[src/hw/rtl/memory_slot_binding_table_unit_macros.svh]
// Assertion macros for the slot binding table.
// Included by files that carry concurrent checks; relies on clk and arst_n in scope.
`ifndef MEMORY_SLOT_BINDING_TABLE_UNIT_MACROS_SVH
`define MEMORY_SLOT_BINDING_TABLE_UNIT_MACROS_SVH

`ifndef SYNTH
// check sampled on clk, masked while reset is asserted
`define MSBT_ASSERT(lbl, prop, msg) \
	lbl: assert property (@(posedge clk) disable iff (!arst_n) prop) else $error(msg);
// check sampled on clk, also active during reset
`define MSBT_ASSERT_ALWAYS(lbl, prop, msg) \
	lbl: assert property (@(posedge clk) prop) else $error(msg);
`else
`define MSBT_ASSERT(lbl, prop, msg)
`define MSBT_ASSERT_ALWAYS(lbl, prop, msg)
`endif

`endif

[src/hw/rtl/msbt_ram.sv]
// Generic single-write, single-read RAM with registered read data.
// Old data is returned on a read-during-write to the same address.
module msbt_ram #(
	parameter int WIDTH = 32,
	parameter int DEPTH = 64
) (
	input  logic                     clk,
	input  logic                     we,
	input  logic [$clog2(DEPTH)-1:0] waddr,
	input  logic [WIDTH-1:0]         wdata,
	input  logic [$clog2(DEPTH)-1:0] raddr,
	output logic [WIDTH-1:0]         rdata
);

	logic [WIDTH-1:0] mem_q [DEPTH];

	always_ff @(posedge clk) begin
		if (we) begin
			mem_q[waddr] <= wdata;
		end
		rdata <= mem_q[raddr];
	end

endmodule

[config.mk]
export PLATFORM = sky130hd
export DESIGN_NAME = msbt_ram
export DESIGN_NICKNAME = d
export VERILOG_FILES = /design/src/hw/rtl/memory_slot_binding_table_unit_macros.svh /design/src/hw/rtl/msbt_ram.sv
export SDC_FILE = /design/constraint.sdc
export NUM_CORES = 2
export LEC_CHECK = 0
export ABC_AREA = 1
export BUFFER_PORTS_ARGS = -buffer_cell sky130_fd_sc_hd__buf_4
export CORE_UTILIZATION = 25
export DETAILED_ROUTE_END_ITERATION = 16
export GPL_ROUTABILITY_DRIVEN = 1
export PLACE_DENSITY_LB_ADDON = 0.3
export SLEW_MARGIN = 20
export SYNTH_ARGS = -nofsm -noshare
export SYNTH_HDL_FRONTEND = slang
export SYNTH_SLANG_ARGS = --single-unit
export TNS_END_PERCENT = 5
[constraint.sdc]
create_clock -name clk -period 8.3 [get_ports clk]
set_input_delay 1.66 -clock clk [delete_from_list [all_inputs] [get_ports clk]]
set_output_delay 1.66 -clock clk [all_outputs]
set_load 0.02 [all_outputs]
Yosys cells after proc, flatten, opt, wreduce, memory -nomap -nowiden
Memory sizes are Yosys's and may differ from the RTL's. A register that Yosys moved wholly into a read port is not among the register bits.
Index checks and enable logic that the tools add are counted.
- mux-type cells: 2
- operators with widths (cell ; number):
    $mux 1 ; 2
- register bits after elaboration: 0
- memory bits (writable): 2048
- input port bits: 46
- output and inout port bits: 32
- memories: 1
- memory list (name ; words ; bits a word ; read ports ; clocked after memory_dff ; write ports ; RTL line ; RTL):
    mem_q ; 64 ; 32 ; 1 ; 1 ; 1 ; msbt_ram.sv:15 ; logic [WIDTH-1:0] mem_q [DEPTH];

Longest topological paths before layout
- depth after elaboration: 2
- gate-level depth with buffers: 13
- mapped depth without buffers: 9

Worst setup path after synthesis
No wires, ideal clock.
- path type: in2reg
- start: input port we
- end: memory mem_q[48][0], enable pin
- setup time: 0.502 ns
- data arrival time: 5.288 ns
- data required time: 7.798 ns
- path slack: 2.510 ns
- stages: 3
- path through: clkbuf_1 nand4_1 nor4_1
- longest elaborated chain between the ends: 2
- RTL lines (item ; RTL line ; RTL):
    from (decl) ; msbt_ram.sv:8 ; input logic we,
    $mux 1 ; msbt_ram.sv:18 ; if (we) begin
    $mux 1 (not written as such) ; msbt_ram.sv:19 ; mem_q[waddr] <= wdata;
    to (decl) ; msbt_ram.sv:15 ;
No other way between the ends.

==> summary.txt <==
Run status
  – Outcome: complete, no violations

STA
  – Final WS setup: 4.059 ns
  – Final min period: 4.241 ns
  – Rel. slew slack: 22.74%
  – Worst-Margin Slew: 1.159 ns
  – Max Slew Vio Count: 0
  – Hold slack final: 0.8127 ns
  – Unrepaired setup endpoints after global routing: no
  – Setup_tns: 0 ns
  – Period utilization: 51.10%
  – Final setup fails: 0
  – Fmax: 235.8 MHz
  – Hold Fails Final Rpt: 0
  – Clock Skew: 0.03441 ns

Final layout
  – Final #Nets: 6,788
  – Share of layout cells above drive strength 1: 8.314%
  – Syn-to-layout area delta: 14.88%

Critical path
  – Delay-heaviest family, CP: buffers and inverters
  – Crit end category: flip-flop
  – Crit path kind: in -> reg
  – Crit path required time: 9.11 ns
  – Worst EP arrival: 5.05 ns
  – Worst path slowest cell: buf_4
  – Critical Path Start Type: primary input
  – Crit-path cells: buf_8, buf_4, buf_4, nand2_1, nand3_1, nand3_1, nand3_1, nand3_1, nand2_1, nand2_1, nand2_1
  – CP peak stage delay: 0.84 ns
  – Crit-path max FO: 80
  – Buf/Inv on CP: 3

Synthesis
  – FF+latch count, synth: 2,080
  – Post-Syn Nets: 6,815
  – Cell taking the most area after synthesis: edfxtp_1
  – Most frequent cell after synthesis: nand2_1
  – Most used DFF post-synth: edfxtp_1
  – Synth warnings: 0
  – Synth area leaders: edfxtp_1, nand3_1, nand2_1, buf_2, dfxtp_1
  – Number of synthesized flops with an enable pin: 2,048
  – Synth Cell Area: 0.08274 mm²
  – Post-Syn Area per Cell: 12.22 µm²
  – Sequential share of the synthesized area: 75.10%
  – Mapped Cells: 6,769
  – Async SR Flop Fraction: 0%
  – Synth unique cells: 16
  – Yosys top cell area share: 74.33%
  – Synth cell count leaders: nand2_1, edfxtp_1, nand3_1

Global routing
  – Initial antenna violation count: 17
  – Grt ovf: 0
  – Vias in the first global route: 50,340
  – Global-route wire length before repair: 371.2 mm
  – Total track usage: 15.24%
  – Largest net degree at the start of global routing: 212

Drt
  – 1st-iter DRT viols: 5,428
  – Vias: 53,250
  – Final wirelength: 259.9 mm
  – First-pass DRT Iterations: 6
  – Routed wire length per instance: 23.07 µm
  – DRT antenna net count: 0
  – Drt drc: 0
  – Via density: 4.726

Floorplan
  – Top Ports: 78
  – Starting Density: 25.21%
  – Die footprint: 0.3333 mm²
  – Core area: 0.3282 mm²
  – Die height: 577.3 µm
  – Horiz. Die Dim: 577.3 µm
  – # rows: 210

Placement
  – GPL Wtd Cong: 0.7766
  – Pre-CTS setup slack: 3.215 ns
  – DP HPWL: 134.5 mm
  – IO buf count: 77

Pwr
  – Leakage: 0.03234 µW
  – Max rail drop VDD: 0.2067 mV
  – Cell area power density: 236.5 mW/mm²
  – Total power: 22,480 µW

Clock network
  – Root buf cell: clkbuf_16
  – Clock sink total: 2,080
  – CTS Buf Count: 211
  – Clock-pin slew on the worst setup and hold paths: 0.06 ns
  – H-tree depth: 4
  – Hold-fix buffers, CTS: 0
  – Post-CTS Resized: 0
  – Clock latency on the worst-skew pair: 0.87 ns
  – Clock buffer depth: 3
  – CTS tree: built
  – Post-CTS Setup Bufs: 0

Flow run
  – Max-Cap Viols: 0

Hold path
  – Hold WC Path Type: reg -> reg
-- kinds of logic (layout without fill, tap and decap cells) --
logic type | count (synthesis) | count (layout) | synth area share, %
buffers and inverters | 461 | 608 | 2.779
other | 0 | 4 | 0
and+or+nand+nor | 4228 | 4228 | 22.12
DFF | 2080 | 2080 | 75.10
-- metrics by stage --
| step | instances | utilization, % | area, µm² |
|---|---|---|---|
| after floorplan | 6769 | - | 82740 |
| after global placement | 10880 | 26.88 | 88220 |
| after detailed placement | 10880 | 26.88 | 88220 |
| after CTS | 11260 | 28.96 | 95040 |
| after global routing | 11260 | 28.96 | 95050 |
| final | 11270 | 28.96 | 95050 |
-- path summary, 6_finish.rpt --
check / startpoint / endpoint / slack, ns / cells after the start
worst max-delay path: raddr[0] / rdata[21]$_DFF_P_ / 4.06 / 11
worst min-delay path: mem_q[36][24]$_DFFE_PP_ / rdata[24]$_DFF_P_ / 0.81 / 8
worst max register to register: mem_q[57][9]$_DFFE_PP_ / rdata[9]$_DFF_P_ / 6.52 / 8
worst min register to register: mem_q[36][24]$_DFFE_PP_ / rdata[24]$_DFF_P_ / 0.81 / 8
-- worst reg2reg max path, cell delays in order (launching register included) --
cell	delay, ns
edfxtp_1	0.36
nand2_1	0.07
nand3_1	0.10
nand3_1	0.14
nand3_1	0.09
nand3_1	0.20
nand2_1	0.16
nand2_1	0.32
nand2_1	0.18
-- sequential cells by signal, summed over array words and instances (netlist names) --
name	cells
rdata	32
mem_q	2048
-- area by class of cell --
type	count	area (µm²)
antenna	4	10.01
fill	32970	233100
clock inverter	109	1115
inverter	12	83.83
timing repair buffer	209	1783
sequential	2080	62140
clock buffer	278	5704
tap	4346	5438
multi-input combinational	4228	18780
-- layout by cell type (no fill, tap or decap), types with 15 or more instances in the layout --
cell,instances
nand2_1,2248
edfxtp_1,2048
nand3_1,1907
clkbuf_16,213
buf_4,190
nor2_4,56
clkbuf_1,52
clkinv_1,39
clkinv_2,34
dfxtp_1,32
bufinv_16,17
buf_12,15
-- per-layer routing --
| metal | part of all wire (%) | GRT usage [%] | routed length, µm |
|---|---|---|---|
| met1 | 43 | 20.79 | 112600 |
| met4 | 2.8 | 4.654 | 7159 |
| met2 | 48 | 25.08 | 124300 |
| met5 | 0.014 | 0 | 36 |
| met3 | 6.1 | 2.077 | 15810 |
-- where the power goes --
| part | internal (µW) | switching [µW] | total (µW) |
|---|---|---|---|
| logic | 314 | 1050 | 1360 |
| clock network | 5370 | 4070 | 9440 |
| registers | 11600 | 42.7 | 11700 |
| total | 17300 | 5160 | 22500 |
(Power assumes the default switching activity.)
